<file path="config.mk">
export PLATFORM = sky130hd
export DESIGN_NAME = skin_run_finger_counter
export DESIGN_NICKNAME = d
export VERILOG_FILES = /design/src/srfc_pkg.sv /design/src/srfc_ram.sv /design/src/srfc_front.sv /design/src/srfc_queue.sv /design/src/srfc_back.sv /design/src/skin_run_finger_counter.sv
export SDC_FILE = /design/constraint.sdc
export NUM_CORES = 2
export LEC_CHECK = 0
export BUFFER_PORTS_ARGS = -buffer_cell sky130_fd_sc_hd__buf_2
export CORE_MARGIN = 2
export CORE_UTILIZATION = 50
export DETAILED_ROUTE_END_ITERATION = 10
export GPL_TIMING_DRIVEN = 0
export PLACE_DENSITY = 0.69
export SYNTH_ARGS = -nofsm -noshare
export SYNTH_HDL_FRONTEND = slang
export SYNTH_SLANG_ARGS = --single-unit
</file>
<file path="constraint.sdc">
create_clock -name clk -period 6.1 [get_ports clk]
set_clock_uncertainty 0.1 [all_clocks]
set_input_delay 0.915 -clock clk [delete_from_list [all_inputs] [get_ports clk]]
set_output_delay 0.915 -clock clk [all_outputs]
set_load 0.03 [all_outputs]
</file>
<file path="src/srfc_pkg.sv">
`timescale 1ns / 1ps
// ----------------------------------------------------------------------------
// srfc_pkg
// Shared types and constants of the skin run finger counter.
// ----------------------------------------------------------------------------
package srfc_pkg;

	// run table
	localparam int MAX_RUNS     = 20;
	localparam int BAND_COLUMNS = 20;
	localparam int KIDX_W       = $clog2(MAX_RUNS);
	localparam int KCNT_W       = $clog2(MAX_RUNS + 1);
	localparam int LEN_W        = 12;
	localparam int ENTRY_W      = LEN_W + 1;
	localparam int FING_W       = 5;
	localparam int VOTE_W       = 12;

	// queue between front and back
	localparam int QDEPTH  = 4;
	localparam int QPTR_W  = $clog2(QDEPTH);
	localparam int QCNT_W  = $clog2(QDEPTH + 1);

	// skin test, coefficients scaled by 1000
	localparam int PROD_W      = 25;
	localparam int NUM_W       = 27;
	localparam int COEF_CB_R   = 37797;
	localparam int COEF_CB_G   = 74203;
	localparam int COEF_CB_B   = 112000;
	localparam int COEF_CR_R   = 112000;
	localparam int COEF_CR_G   = 93786;
	localparam int COEF_CR_B   = 18214;
	localparam int NUM_OFFSET  = 32768000;
	localparam int SKIN_SCALE  = 256000;
	localparam int CB_LO       = 96;
	localparam int CB_HI       = 143;
	localparam int CR_LO       = 132;
	localparam int CR_HI       = 180;
	localparam int CB_NUM_LO   = (CB_LO + 1) * SKIN_SCALE;
	localparam int CB_NUM_HI   = CB_HI * SKIN_SCALE;
	localparam int CR_NUM_LO   = (CR_LO + 1) * SKIN_SCALE;
	localparam int CR_NUM_HI   = CR_HI * SKIN_SCALE;

	// register indexes
	localparam logic [1:0] REG_ROW_WIDTH    = 2'd0;
	localparam logic [1:0] REG_FRAME_HEIGHT = 2'd1;
	localparam logic [1:0] REG_MIN_RUN      = 2'd2;

	localparam logic [11:0] RESET_ROW_WIDTH    = 12'd640;
	localparam logic [11:0] RESET_FRAME_HEIGHT = 12'd480;
	localparam logic [7:0]  RESET_MIN_RUN      = 8'd8;

	// finger counts that vote
	localparam logic [FING_W-1:0] FING_STONE   = 5'd1;
	localparam logic [FING_W-1:0] FING_SCISSOR = 5'd2;
	localparam logic [FING_W-1:0] FING_PAPER   = 5'd4;

	localparam logic [1:0] GEST_STONE   = 2'd0;
	localparam logic [1:0] GEST_SCISSOR = 2'd1;
	localparam logic [1:0] GEST_PAPER   = 2'd2;

	typedef struct packed {
		logic [11:0] row_width;
		logic [11:0] frame_height;
		logic [7:0]  min_run;
	} cfg_t;

	typedef struct packed {
		logic [QCNT_W-1:0] count;
		logic              empty;
		logic              head;
	} q_status_t;

	typedef enum logic [0:0] {
		BK_RUN,
		BK_COUNT
	} bk_state_t;

endpackage

</file>
<file path="src/srfc_ram.sv">
`timescale 1ns / 1ps
// ----------------------------------------------------------------------------
// srfc_ram
// Generic single write, single read RAM with registered read data.
// ----------------------------------------------------------------------------
module srfc_ram #(
	parameter int WIDTH = 8,
	parameter int DEPTH = 16
) (
	input  logic                     clk,
	input  logic                     we,
	input  logic [$clog2(DEPTH)-1:0] waddr,
	input  logic [WIDTH-1:0]         wdata,
	input  logic [$clog2(DEPTH)-1:0] raddr,
	output logic [WIDTH-1:0]         rdata
);

	logic [WIDTH-1:0] mem_q [DEPTH];

	always_ff @(posedge clk) begin
		if (we) begin
			mem_q[waddr] <= wdata;
		end
		rdata <= mem_q[raddr];
	end

endmodule

</file>
<file path="src/srfc_front.sv">
`timescale 1ns / 1ps
// ----------------------------------------------------------------------------
// srfc_front
// Accepts pixels and classifies them as skin in two stages.
// ----------------------------------------------------------------------------
module srfc_front (
	input  logic                       clk,
	input  logic                       arst_n,
	input  logic                       in_valid,
	output logic                       in_stall,
	input  logic [7:0]                 red,
	input  logic [7:0]                 green,
	input  logic [7:0]                 blue,
	input  logic [srfc_pkg::QCNT_W-1:0] q_count,
	output logic                       push,
	output logic                       push_skin
);

	localparam int PW = srfc_pkg::PROD_W;
	localparam int NW = srfc_pkg::NUM_W;

	logic          valid_s1;
	logic          valid_s2;
	logic          skin_s2;
	logic [PW-1:0] cb_r_s1, cb_g_s1, cb_b_s1;
	logic [PW-1:0] cr_r_s1, cr_g_s1, cr_b_s1;
	logic [NW-1:0] num_cb;
	logic [NW-1:0] num_cr;
	logic          take;
	logic [srfc_pkg::QCNT_W:0] reserved;

	// hold off while the queue cannot absorb every beat in flight
	assign reserved = {1'b0, q_count} + (srfc_pkg::QCNT_W+1)'(valid_s1)
		+ (srfc_pkg::QCNT_W+1)'(valid_s2);
	assign in_stall = reserved >= (srfc_pkg::QCNT_W+1)'(srfc_pkg::QDEPTH);
	assign take     = in_valid && !in_stall;

	always_ff @(posedge clk) begin
		cb_r_s1 <= PW'(srfc_pkg::COEF_CB_R) * PW'(red);
		cb_g_s1 <= PW'(srfc_pkg::COEF_CB_G) * PW'(green);
		cb_b_s1 <= PW'(srfc_pkg::COEF_CB_B) * PW'(blue);
		cr_r_s1 <= PW'(srfc_pkg::COEF_CR_R) * PW'(red);
		cr_g_s1 <= PW'(srfc_pkg::COEF_CR_G) * PW'(green);
		cr_b_s1 <= PW'(srfc_pkg::COEF_CR_B) * PW'(blue);
	end

	// numerators stay positive, so floor division becomes plain bounds
	assign num_cb = NW'(srfc_pkg::NUM_OFFSET) + NW'(cb_b_s1) - NW'(cb_r_s1) - NW'(cb_g_s1);
	assign num_cr = NW'(srfc_pkg::NUM_OFFSET) + NW'(cr_r_s1) - NW'(cr_g_s1) - NW'(cr_b_s1);

	always_ff @(posedge clk) begin
		skin_s2 <= (num_cb >= NW'(srfc_pkg::CB_NUM_LO)) && (num_cb < NW'(srfc_pkg::CB_NUM_HI))
			&& (num_cr >= NW'(srfc_pkg::CR_NUM_LO)) && (num_cr < NW'(srfc_pkg::CR_NUM_HI));
	end

	always_ff @(posedge clk or negedge arst_n) begin
		if (!arst_n) begin
			valid_s1 <= 1'b0;
			valid_s2 <= 1'b0;
		end else begin
			valid_s1 <= take;
			valid_s2 <= valid_s1;
		end
	end

	assign push      = valid_s2;
	assign push_skin = skin_s2;

endmodule

</file>
<file path="src/srfc_queue.sv">
`timescale 1ns / 1ps
// ----------------------------------------------------------------------------
// srfc_queue
// Short queue of classified pixels between the front and the back.
// ----------------------------------------------------------------------------
module srfc_queue (
	input  logic                  clk,
	input  logic                  arst_n,
	input  logic                  push,
	input  logic                  push_skin,
	input  logic                  pop,
	output srfc_pkg::q_status_t   status
);

	logic                          mem_q [srfc_pkg::QDEPTH];
	logic [srfc_pkg::QPTR_W-1:0]   wr_ptr_q;
	logic [srfc_pkg::QPTR_W-1:0]   rd_ptr_q;
	logic [srfc_pkg::QCNT_W-1:0]   count_q;

	always_ff @(posedge clk) begin
		if (push) begin
			mem_q[wr_ptr_q] <= push_skin;
		end
	end

	always_ff @(posedge clk or negedge arst_n) begin
		if (!arst_n) begin
			wr_ptr_q <= '0;
			rd_ptr_q <= '0;
			count_q  <= '0;
		end else begin
			if (push) begin
				wr_ptr_q <= wr_ptr_q + 1'b1;
			end
			if (pop) begin
				rd_ptr_q <= rd_ptr_q + 1'b1;
			end
			count_q <= count_q + srfc_pkg::QCNT_W'(push) - srfc_pkg::QCNT_W'(pop);
		end
	end

	assign status.count = count_q;
	assign status.empty = (count_q == '0);
	assign status.head  = mem_q[rd_ptr_q];

endmodule

</file>
<file path="src/srfc_back.sv">
`timescale 1ns / 1ps
// ----------------------------------------------------------------------------
// srfc_back
// Run bookkeeping, finger decision, band tint, row vote and gesture.
// ----------------------------------------------------------------------------
module srfc_back (
	input  logic                clk,
	input  logic                arst_n,
	input  srfc_pkg::cfg_t      cfg,
	input  srfc_pkg::q_status_t q_status,
	output logic                pop,
	output logic                out_valid,
	input  logic                out_stall,
	output logic [7:0]          out_red,
	output logic [7:0]          out_green,
	output logic [7:0]          out_blue,
	output logic                skin_flag,
	output logic                row_done,
	output logic [4:0]          finger_count,
	output logic                frame_done,
	output logic [1:0]          gesture
);

	localparam int LW = srfc_pkg::LEN_W;
	localparam int KW = srfc_pkg::KCNT_W;
	localparam int IW = srfc_pkg::KIDX_W;
	localparam int FW = srfc_pkg::FING_W;
	localparam int VW = srfc_pkg::VOTE_W;
	localparam logic [LW-1:0] LEN_MAX  = '1;
	localparam logic [VW-1:0] VOTE_MAX = '1;
	localparam logic [FW-1:0] FING_MAX = '1;

	srfc_pkg::bk_state_t state_q, state_d;

	logic [11:0]   column_q, row_q;
	logic          run_is_skin_q;
	logic [LW-1:0] run_length_q;
	logic [KW-1:0] kept_count_q;
	logic          last_kind_q;
	logic [LW-1:0] last_len_q;
	logic [FW-1:0] row_fingers_q;
	logic [LW-1:0] longest_bg_q;
	logic [VW-1:0] votes_q [3];
	logic [KW-1:0] rd_idx_q;
	logic          pend_q;
	logic [FW-1:0] hits_q;
	logic          out_valid_q;

	logic [11:0]   w, h;
	logic [12:0]   col_p1, col_pb, row_p1;
	logic          in_band, at_decision, row_end, frame_end;
	logic          out_free, take, skin;
	logic          do_rec, merge, append, stored;
	logic [12:0]   len_sum;
	logic [LW-1:0] merged_len, stored_len, lb_next;
	logic          ram_we;
	logic [IW-1:0] ram_waddr;
	logic [srfc_pkg::ENTRY_W-1:0] ram_rdata;
	logic [16:0]   len_x20;
	logic          hit, issue, done;
	logic [VW-1:0] votes_d [3];
	logic [14:0]   stone_x2, scissor_x5, paper_x5;
	logic [1:0]    gest_d;
	logic [7:0]    r_d, g_d, b_d;

	assign w = (cfg.row_width == '0) ? 12'd1 : cfg.row_width;
	assign h = (cfg.frame_height == '0) ? 12'd1 : cfg.frame_height;

	assign col_p1      = {1'b0, column_q} + 13'd1;
	assign col_pb      = {1'b0, column_q} + 13'(srfc_pkg::BAND_COLUMNS);
	assign row_p1      = {1'b0, row_q} + 13'd1;
	assign in_band     = col_pb > {1'b0, w};
	assign at_decision = col_pb == {1'b0, w};
	assign row_end     = col_p1 >= {1'b0, w};
	assign frame_end   = row_end && (row_p1 >= {1'b0, h});

	assign out_free = !out_valid_q || !out_stall;
	assign skin     = q_status.head;

	// next state
	always_comb begin
		state_d = state_q;
		case (state_q)
			srfc_pkg::BK_RUN: begin
				if (take && at_decision) begin
					state_d = srfc_pkg::BK_COUNT;
				end
			end
			srfc_pkg::BK_COUNT: begin
				if (done) begin
					state_d = srfc_pkg::BK_RUN;
				end
			end
			default: state_d = srfc_pkg::BK_RUN;
		endcase
	end

	// control outputs
	always_comb begin
		take  = 1'b0;
		issue = 1'b0;
		done  = 1'b0;
		case (state_q)
			srfc_pkg::BK_RUN: begin
				take = !q_status.empty && out_free;
			end
			srfc_pkg::BK_COUNT: begin
				issue = rd_idx_q < kept_count_q;
				done  = !issue && !pend_q;
			end
			default: begin
				take = 1'b0;
			end
		endcase
	end

	assign pop = take;

	// close the ending run into the table
	assign do_rec     = take && (skin != run_is_skin_q)
		&& (run_length_q > LW'(cfg.min_run));
	assign merge      = (kept_count_q != '0) && (last_kind_q == run_is_skin_q);
	assign append     = !merge && (kept_count_q < KW'(srfc_pkg::MAX_RUNS));
	assign stored     = do_rec && (merge || append);
	assign len_sum    = {1'b0, last_len_q} + {1'b0, run_length_q};
	assign merged_len = len_sum[12] ? LEN_MAX : len_sum[LW-1:0];
	assign stored_len = merge ? merged_len : run_length_q;
	assign lb_next    = (stored && !run_is_skin_q && (stored_len > longest_bg_q))
		? stored_len : longest_bg_q;

	assign ram_we = stored;
	always_comb begin
		logic [KW-1:0] last_idx;
		last_idx  = kept_count_q - 1'b1;
		ram_waddr = merge ? last_idx[IW-1:0] : kept_count_q[IW-1:0];
	end

	srfc_ram #(
		.WIDTH (srfc_pkg::ENTRY_W),
		.DEPTH (srfc_pkg::MAX_RUNS)
	) u_runs (
		.clk   (clk),
		.we    (ram_we),
		.waddr (ram_waddr),
		.wdata ({run_is_skin_q, stored_len}),
		.raddr (rd_idx_q[IW-1:0]),
		.rdata (ram_rdata)
	);

	// count pass compares one table entry a cycle
	assign len_x20 = ({5'b0, ram_rdata[LW-1:0]} << 4) + ({5'b0, ram_rdata[LW-1:0]} << 2);
	assign hit     = pend_q && ram_rdata[LW] && (len_x20 >= {5'b0, longest_bg_q});

	// votes and gesture
	always_comb begin
		votes_d[0] = votes_q[0];
		votes_d[1] = votes_q[1];
		votes_d[2] = votes_q[2];
		if (row_fingers_q == srfc_pkg::FING_STONE && votes_q[0] != VOTE_MAX) begin
			votes_d[0] = votes_q[0] + 1'b1;
		end else if (row_fingers_q == srfc_pkg::FING_SCISSOR && votes_q[1] != VOTE_MAX) begin
			votes_d[1] = votes_q[1] + 1'b1;
		end else if (row_fingers_q == srfc_pkg::FING_PAPER && votes_q[2] != VOTE_MAX) begin
			votes_d[2] = votes_q[2] + 1'b1;
		end
	end

	assign stone_x2   = {2'b0, votes_d[0], 1'b0};
	assign scissor_x5 = ({3'b0, votes_d[1]} << 2) + {3'b0, votes_d[1]};
	assign paper_x5   = ({3'b0, votes_d[2]} << 2) + {3'b0, votes_d[2]};

	always_comb begin
		if (paper_x5 > stone_x2) begin
			gest_d = srfc_pkg::GEST_PAPER;
		end else if (scissor_x5 > stone_x2) begin
			gest_d = srfc_pkg::GEST_SCISSOR;
		end else begin
			gest_d = srfc_pkg::GEST_STONE;
		end
	end

	// pixel color with band tint
	always_comb begin
		r_d = skin ? 8'hFF : 8'h00;
		g_d = r_d;
		b_d = r_d;
		if (in_band) begin
			case (row_fingers_q)
				srfc_pkg::FING_STONE: begin
					r_d = 8'hFF; g_d = 8'h00; b_d = 8'h00;
				end
				srfc_pkg::FING_SCISSOR: begin
					r_d = 8'h00; g_d = 8'h00; b_d = 8'hFF;
				end
				srfc_pkg::FING_PAPER: begin
					r_d = 8'h00; g_d = 8'hFF; b_d = 8'h00;
				end
				default: begin
					r_d = r_d;
				end
			endcase
		end
	end

	always_ff @(posedge clk or negedge arst_n) begin
		if (!arst_n) begin
			state_q       <= srfc_pkg::BK_RUN;
			column_q      <= '0;
			row_q         <= '0;
			run_is_skin_q <= 1'b0;
			run_length_q  <= '0;
			kept_count_q  <= '0;
			last_kind_q   <= 1'b0;
			last_len_q    <= '0;
			row_fingers_q <= '0;
			longest_bg_q  <= '0;
			votes_q[0]    <= '0;
			votes_q[1]    <= '0;
			votes_q[2]    <= '0;
			rd_idx_q      <= '0;
			pend_q        <= 1'b0;
			hits_q        <= '0;
			out_valid_q   <= 1'b0;
		end else begin
			state_q <= state_d;
			if (take) begin
				out_valid_q <= 1'b1;
			end else if (!out_stall) begin
				out_valid_q <= 1'b0;
			end

			if (take) begin
				// run tracking
				if (skin == run_is_skin_q) begin
					if (run_length_q != LEN_MAX) begin
						run_length_q <= run_length_q + 1'b1;
					end
				end else begin
					run_is_skin_q <= skin;
					run_length_q  <= LW'(1);
				end
				if (stored) begin
					last_kind_q <= run_is_skin_q;
					last_len_q  <= stored_len;
					if (!merge) begin
						kept_count_q <= kept_count_q + 1'b1;
					end
				end
				longest_bg_q <= lb_next;

				if (at_decision) begin
					rd_idx_q <= '0;
					pend_q   <= 1'b0;
					hits_q   <= '0;
				end

				if (row_end) begin
					run_is_skin_q <= 1'b0;
					run_length_q  <= '0;
					kept_count_q  <= '0;
					row_fingers_q <= '0;
					column_q      <= '0;
					if (frame_end) begin
						row_q        <= '0;
						longest_bg_q <= '0;
						votes_q[0]   <= '0;
						votes_q[1]   <= '0;
						votes_q[2]   <= '0;
					end else begin
						row_q      <= row_p1[11:0];
						votes_q[0] <= votes_d[0];
						votes_q[1] <= votes_d[1];
						votes_q[2] <= votes_d[2];
					end
				end else begin
					column_q <= col_p1[11:0];
				end
			end

			if (state_q == srfc_pkg::BK_COUNT) begin
				pend_q <= issue;
				if (issue) begin
					rd_idx_q <= rd_idx_q + 1'b1;
				end
				if (hit && hits_q != FING_MAX) begin
					hits_q <= hits_q + 1'b1;
				end
				if (done) begin
					row_fingers_q <= hits_q;
				end
			end
		end
	end

	// output register, loaded on every taken beat
	always_ff @(posedge clk) begin
		if (take) begin
			out_red      <= r_d;
			out_green    <= g_d;
			out_blue     <= b_d;
			skin_flag    <= skin;
			row_done     <= row_end;
			finger_count <= row_end ? row_fingers_q : 5'd0;
			frame_done   <= frame_end;
			gesture      <= frame_end ? gest_d : srfc_pkg::GEST_STONE;
		end
	end

	assign out_valid = out_valid_q;

endmodule

</file>
<file path="src/skin_run_finger_counter.sv">
`timescale 1ns / 1ps
// ----------------------------------------------------------------------------
// skin_run_finger_counter
// Skin classification, run segmentation and finger count per row, with a
// stone / scissor / paper vote per frame.
// Path of a pixel: front registers s1 and s2, queue entry, back output register.
// Throughput: one pixel per cycle unless the output stalls, except at the decision
// column of each row, where the back end walks the run table one entry a cycle.
// Reset: registers return to defaults, counters and queue clear; the run table
// RAM is not cleared, only entries written in the current row are read.
// ----------------------------------------------------------------------------
module skin_run_finger_counter (
	input  logic        clk,
	input  logic        arst_n,
	input  logic        wr_en,
	input  logic [1:0]  wr_index,
	input  logic [11:0] wr_data,
	input  logic        in_valid,
	output logic        in_stall,
	input  logic [7:0]  red,
	input  logic [7:0]  green,
	input  logic [7:0]  blue,
	output logic        out_valid,
	input  logic        out_stall,
	output logic [7:0]  out_red,
	output logic [7:0]  out_green,
	output logic [7:0]  out_blue,
	output logic        skin_flag,
	output logic        row_done,
	output logic [4:0]  finger_count,
	output logic        frame_done,
	output logic [1:0]  gesture
);

	srfc_pkg::cfg_t      cfg_q;
	srfc_pkg::q_status_t q_status;
	logic                push;
	logic                push_skin;
	logic                pop;

	always_ff @(posedge clk or negedge arst_n) begin
		if (!arst_n) begin
			cfg_q.row_width    <= srfc_pkg::RESET_ROW_WIDTH;
			cfg_q.frame_height <= srfc_pkg::RESET_FRAME_HEIGHT;
			cfg_q.min_run      <= srfc_pkg::RESET_MIN_RUN;
		end else if (wr_en) begin
			case (wr_index)
				srfc_pkg::REG_ROW_WIDTH:    cfg_q.row_width    <= wr_data;
				srfc_pkg::REG_FRAME_HEIGHT: cfg_q.frame_height <= wr_data;
				srfc_pkg::REG_MIN_RUN:      cfg_q.min_run      <= wr_data[7:0];
				default:                    cfg_q              <= cfg_q;
			endcase
		end
	end

	srfc_front u_front (
		.clk       (clk),
		.arst_n    (arst_n),
		.in_valid  (in_valid),
		.in_stall  (in_stall),
		.red       (red),
		.green     (green),
		.blue      (blue),
		.q_count   (q_status.count),
		.push      (push),
		.push_skin (push_skin)
	);

	srfc_queue u_queue (
		.clk       (clk),
		.arst_n    (arst_n),
		.push      (push),
		.push_skin (push_skin),
		.pop       (pop),
		.status    (q_status)
	);

	srfc_back u_back (
		.clk          (clk),
		.arst_n       (arst_n),
		.cfg          (cfg_q),
		.q_status     (q_status),
		.pop          (pop),
		.out_valid    (out_valid),
		.out_stall    (out_stall),
		.out_red      (out_red),
		.out_green    (out_green),
		.out_blue     (out_blue),
		.skin_flag    (skin_flag),
		.row_done     (row_done),
		.finger_count (finger_count),
		.frame_done   (frame_done),
		.gesture      (gesture)
	);

endmodule

</file>
* After elaboration in Yosys (flattened, before gate mapping) *
Memory sizes are Yosys's and may differ from the RTL's. A register that Yosys moved wholly into a read port is not among the register bits.
Index checks and enable logic that the tools add are counted.

storage, ports and cells
  register bits after elaboration = 328
  bits in writable memories = 264
  input bits = 43
  output and inout bits = 36
  memories kept = 2

memory list
  memory               words  width  rd ports  clocked after memory_dff  write ports  line              RTL
  u_back.u_runs.mem_q  20     13     1         1                         1            srfc_ram.sv:18    logic [WIDTH-1:0] mem_q [DEPTH];
  u_queue.mem_q        4      1      1         0                         1            srfc_queue.sv:15  logic mem_q [srfc_pkg::QDEPTH];

operators by class
  $add $sub $neg = 27
  $mul = 6
  magnitude comparators = 15
  eq/ne operators = 18
  mux-type cells = 60
  bitwise operators = 2
  reductions and logical operators = 52

operators by type and width
  kind                                                                            number
  12-bit two-way mux                                                              16
  5-bit two-way mux                                                               16
  27-bit by 26-bit less-than comparator with 1-bit output, second input constant  2
  27-bit by 25-bit subtractor with 27-bit output                                  2
  25-bit by 25-bit adder with 26-bit output, first input constant                 2
  12-bit by 1-bit adder with 12-bit output, second input constant                 4
  16-bit by 8-bit multiplier with 24-bit output, first input constant             2
  12-bit inequality test, second input constant                                   4
  8-bit one-hot mux with 2 select lines                                           3
  10-bit by 8-bit multiplier with 18-bit output, first input constant             2
  36-bit two-way mux                                                              1
  8-bit two-way mux                                                               4
  14-bit by 12-bit adder with 15-bit output                                       2
  15-bit by 13-bit greater-than comparator with 1-bit output                      2
  27-bit by 25-bit >= comparator with 1-bit output, second input constant         1
  27-bit by 26-bit >= comparator with 1-bit output, second input constant         1
  27-bit by 23-bit subtractor with 27-bit output                                  1
  27-bit by 24-bit subtractor with 27-bit output                                  1
  12-bit by 1-bit adder with 13-bit output, second input constant                 2
  13-bit by 12-bit >= comparator with 1-bit output                                2
  17-bit by 8-bit multiplier with 25-bit output, first input constant             1
  12-bit zero test                                                                2
  24-bit two-way mux                                                              1
  14-bit by 8-bit multiplier with 22-bit output, first input constant             1
  42 further kinds                                                                105

* Longest topological paths before layout *
  depth in word-level cells = 12
  depth in mapped cells = 25
  mapped depth without buffers = 24

* By module *
Synthesis repeated with hierarchy kept, for this count alone.

second synthesis, totals
  cell total of the unflattened synthesis = 3738
  area, all modules = 41074.4 µm²

by module, submodules not included
  module                   times used  cells an instance  area each (µm²)
  srfc_front               1           1844               17299.1
  srfc_back                1           1286               11511.0
  srfc_ram                 1           501                10503.8
  skin_run_finger_counter  1           69                 1238.7
  srfc_queue               1           38                 521.8

* Least setup slack after synthesis *
Ideal clock, no wire load.

  kind = register to register
  start point = register u_back.run_length_q[0]
  end point = register u_back.longest_bg_q[9]
  setup time = 0.126 ns
  arrival = 5.046 ns
  required time = 5.874 ns
  setup slack = 0.828 ns
  stages on the path, launching flop included = 26
  period minus slack after synthesis = 5.272 ns
  cells stage by stage = dfrtp_1 -> ha_1 -> fa_1 -> a21o_1 -> a21oi_1 -> o21bai_1 -> a21oi_1 -> o21bai_1 -> a21oi_1 -> o21a_1 -> o21ai_0 -> clkbuf_1 -> o22a_1 -> ha_1 -> a21o_1 -> a21o_1 -> a21o_1 -> a21o_1 -> a21oi_1 -> nor2b_1 -> o21ai_0 -> a221oi_1 -> nand2_1 -> clkbuf_1 -> a21oi_1 -> a221o_1

on the way
  word-level cells in the longest chain between the ends = 8

ends and longest elaborated chain
  what                                           line              RTL
  start, declared                                srfc_back.sv:37   logic [LW-1:0] run_length_q;
  start signal, assigned                         srfc_back.sv:236  run_length_q <= run_length_q + 1'b1;
  12-bit by 12-bit adder with 13-bit output (*)  srfc_back.sv:125  assign len_sum = {1'b0, last_len_q} + {1'b0, run_length_q};
  12-bit two-way mux (*)                         srfc_back.sv:126  assign merged_len = len_sum[12] ? LEN_MAX : len_sum[LW-1:0];
  12-bit two-way mux (*)                         srfc_back.sv:127  assign stored_len = merge ? merged_len : run_length_q;
  net u_back.stored_len[5]                       srfc_back.sv:55   logic [LW-1:0] merged_len, stored_len, lb_next;
  12-bit greater-than comparator (*)             srfc_back.sv:128  assign lb_next = (stored && !run_is_skin_q && (stored_len > longest_bg_q))
  1-bit logical AND (*)                          srfc_back.sv:128
  12-bit two-way mux (*)                         srfc_back.sv:129  ? stored_len : longest_bg_q;
  12-bit two-way mux                             srfc_back.sv:263  if (frame_end) begin
  12-bit two-way mux (*)                         srfc_back.sv:257  if (row_end) begin
  end signal, assigned                           srfc_back.sv:249  longest_bg_q <= lb_next;
  end, declared                                  srfc_back.sv:42   logic [LW-1:0] longest_bg_q;

Mark *: on every way through the listed nets, which the timed path passes. The rest lies on a longest branch.
A chain may end at the register's enable or synchronous reset.

* Worst setup path after layout *
  start point = register u_back.run_length_q[0]
  end point = register u_back.longest_bg_q[9]

on the way
  word-level cells in the longest chain between the ends = 8

ends and longest elaborated chain
  what                                           line
  12-bit by 12-bit adder with 13-bit output (*)  srfc_back.sv:125
  12-bit two-way mux (*)                         srfc_back.sv:126
  12-bit two-way mux (*)                         srfc_back.sv:127
  net u_back.stored_len[9]                       srfc_back.sv:55
  12-bit greater-than comparator                 srfc_back.sv:128
  1-bit logical AND                              srfc_back.sv:128
  12-bit two-way mux (*)                         srfc_back.sv:129
  12-bit two-way mux                             srfc_back.sv:263
  12-bit two-way mux (*)                         srfc_back.sv:257

Marks and branches as above.

==> qor.yml <==
status: "finished clean"
finalCriticalPeriod_ns: 5.74
synth_area_leaders: "edfxtp_1, ha_1, dfrtp_1"
synthAdderAreaFrac_pct: 25.9
vias_per_cell: 5.51
synth_xor_xnor_area_share_pct: 4.96
rsz0062_at_grt: "false"
grt-ovfl-total: 0
synth_top_flop_cell: "edfxtp_1"
hpwlAfterDp_mm: 66.1
synth_mux_area_share_pct: 6.03
io_buffers: 78
cts_buffer_depth: 3
first_pass_iters: 5
core_area_mm2: 0.0787
ir_drop_mv: 0.438
async_flop_share_pct: 28.0
p_leak_nw: 19.7
initialDrtViolationCount: 1794
syn_area_mm2: 0.0396
grt_pass1_vias: 26600
synth-compound-area-share_pct: 11.0
num_vias: 26300
area_delta_synth_final_pct: 10.3
synthCells: 3522
synth_enable_flop_cells: 277
drive_gt1_share_pct: 10.5
maxCapViolations: 0
max-slew-margin-rel_pct: 5.68
antenna_found_initial: 2
synthTopCellsByCount: "ha_1, inv_1, edfxtp_1"
synth_top_cell_area_share_pct: 21.0
fin_crit_sh_pct: 94.1
htree_num_levels: 3
finalSetupViolCount: 0
p_per_area_mw_per_mm2: 529
r2r_cells: 21
synth_top_area_cell: "edfxtp_1"
nNetsFinal: 4424
clk_latency_ns: 0.63
worstSetupStartpointType: "flip-flop"
slew_viol_final: 0
syn_nets: 4273
min_path_type: "input port to async pin"
r2r_slack_ns: 0.36
worstSetupEndpointType: "flip-flop"
critPathArrivalTime_ns: 6.19
whs_ns: 0.140
drc: 0
cts_sinks: 579
cts-hold-fix-buffers: 0
grt_use_total_pct: 22.1
die-area_mm2: 0.0815
cts_setup_buffers: 0
num_io_pins: 79
cts.clk_slew.worst_paths_ns: 0.06
synth-seq-cells: 579
cts_tree: "built"
die_x_um: 285
final_antenna_net_count: 0
grt_first_pass_wirelength_mm: 142
fin_util_pct: 55.5
hold_violations: 0
yosysSeqAreaShare_pct: 38.3
cp_max_fo: 23
wl_per_cell_um: 18.6
drt_wl_total_mm: 88.9
n_fill_cell: 6628
die-height_um: 285
cts_buffers: 67
yosysWarnings: 0
start_util_pct: 50.3
ys_types: 85
gp_congestion: 0.886
synthSimpleGateAreaFrac_pct: 8.24
yosysMostFrequentCell: "ha_1"
synth_top_family_by_area: "adder cells"
timing.fmax_ghz: 0.174
fp-row-count: 103
cts-root-buf: "clkbuf_16"
syn_area_per_cell_um2: 11.2
grt_max_degree: 97
path_class: "flip-flop to flip-flop"
tightest_slew_ns: 1.41
required_ns: 6.55
-- logic make-up after synthesis --
group                    count (synthesis)
flip-flops                             579
multiplexers                           134
AO/OA/AOI/OAI                          652
XOR/XNOR                               224
buffers and inverters                  559
AND/OR/NAND/NOR                        666
adder cells (fa/ha/maj)                708
-- sequential cells by signal (all words and copies together), names as in the netlist, 3 cells and up --
signal,count
u_back.last_len_q,12
u_front.cr_r_s1,17
u_back.votes_q,36
u_back.finger_count,5
u_front.cb_g_s1,25
cfg_q,32
u_queue.count_q,3
u_back.longest_bg_q,12
u_back.u_runs.rdata,13
u_back.hits_q,5
u_back.run_length_q,12
u_front.cr_g_s1,23
u_back.rd_idx_q,5
u_front.cb_r_s1,24
u_back.u_runs.mem_q,260
u_queue.mem_q,4
u_back.column_q,12
u_front.cb_b_s1,18
u_front.cr_b_s1,19
u_back.kept_count_q,5
u_back.row_q,12
u_back.row_fingers_q,5
-- metrics by stage --
step | area (µm²) | power, mW | setup WS (ns) | instances | TNS (ns)
finish | 43700 | 23.1 | 0.358 | 4779 | 0
global route | 43700 | 25.1 | 0.00186 | 4778 | 0
CTS | 43600 | 23.1 | 0.0121 | 4776 | 0
detailed placement | 41400 | 19.0 | -0.348 | 4652 | -1.84
global placement | 41300 | 18.8 | -0.299 | 4650 | -1.45
floorplan | 39600 | 15.7 | 0.828 | 3522 | 0
-- routing by layer --
metal / GRT usage [%] / part of all wire, % / vias to the layer above
li1: - / - / 12800
met5: 0 / 0.018 / -
met2: 38.0 / 49 / 634
met4: 6.52 / 2.8 / 2
met1: 28.9 / 43 / 12800
met3: 3.32 / 4.9 / 143
-- final timing paths --
| check | from | end |
|---|---|---|
| worst max-delay path | u_back.run_length_q[0]$_DFFE_PN0P_ | u_back.longest_bg_q[9]$_DFFE_PN0P_ |
| worst min-delay path | arst_n | u_back.longest_bg_q[6]$_DFFE_PN0P_ |
| worst max register to register | u_back.run_length_q[0]$_DFFE_PN0P_ | u_back.longest_bg_q[9]$_DFFE_PN0P_ |
| worst min register to register | u_front.valid_s1$_DFF_PN0_ | u_front.push$_DFF_PN0_ |
| max in group asynchronous | arst_n | cfg_q[13]$_DFFE_PN1P_ |
| min in group clk | u_front.valid_s1$_DFF_PN0_ | u_front.push$_DFF_PN0_ |
-- critical path: stages (launching register included) --
cell      delay (ns)
dfrtp_1         0.48
ha_1            0.26
fa_1            0.40
a21o_1          0.19
a21oi_1         0.23
o21bai_1        0.09
a21oi_1         0.24
o21bai_1        0.12
a21oi_2         0.20
o21a_1          0.20
o21ai_0         0.13
buf_2           0.25
o22a_1          0.61
ha_1            0.52
nand4_1         0.10
nor2_1          0.18
a21oi_1         0.10
a221oi_2        0.42
nand2_1         0.13
clkbuf_4        0.23
a21oi_1         0.28
a221o_1         0.20
-- power breakdown --
group | internal [mW] | switching, mW
registers | 5.34 | 0.489
logic | 5.47 | 7.78
clock network | 2.34 | 1.69
-- layout by cell type, fill, tap and decap left out, types with 38 or more instances in the layout --
cell and count:
mux2_2 47, mux4_2 79, nor3_1 49, o21a_1 46, o21ai_0 145, a21o_1 56, a22o_1 38, clkbuf_1 67
inv_1 470, a21oi_1 149, nand2_1 186, ha_1 520, nor2_1 147, xor2_1 58, dfxtp_1 140, clkbuf_16 67
nand3_1 69, fa_1 188, edfxtp_1 277, dfrtp_1 155, buf_2 83, xnor2_1 166
-- area by class of cell --
type                    instances  area, µm²  area share [%]
plain buffers                  87        418           0.957
well taps                    1050       1310            3.01
clock buffers                  94       1850            4.23
flip-flops and latches        579      15200            34.8
multi-input cells            2385      22300            51.0
diodes                          1       2.50         0.00573
clock inverters                30        408           0.934
inverters                     471       1770            4.05
repair buffers                 82        462            1.06
-- repair_timing --
action                                  4_1_cts  5_1_grt
resized for setup                             5       14
cloned                                        0        1
pin swaps                                     0        1
endpoints found under the setup margin       12       12
Note: power is estimated with default switching activity, not from simulation.
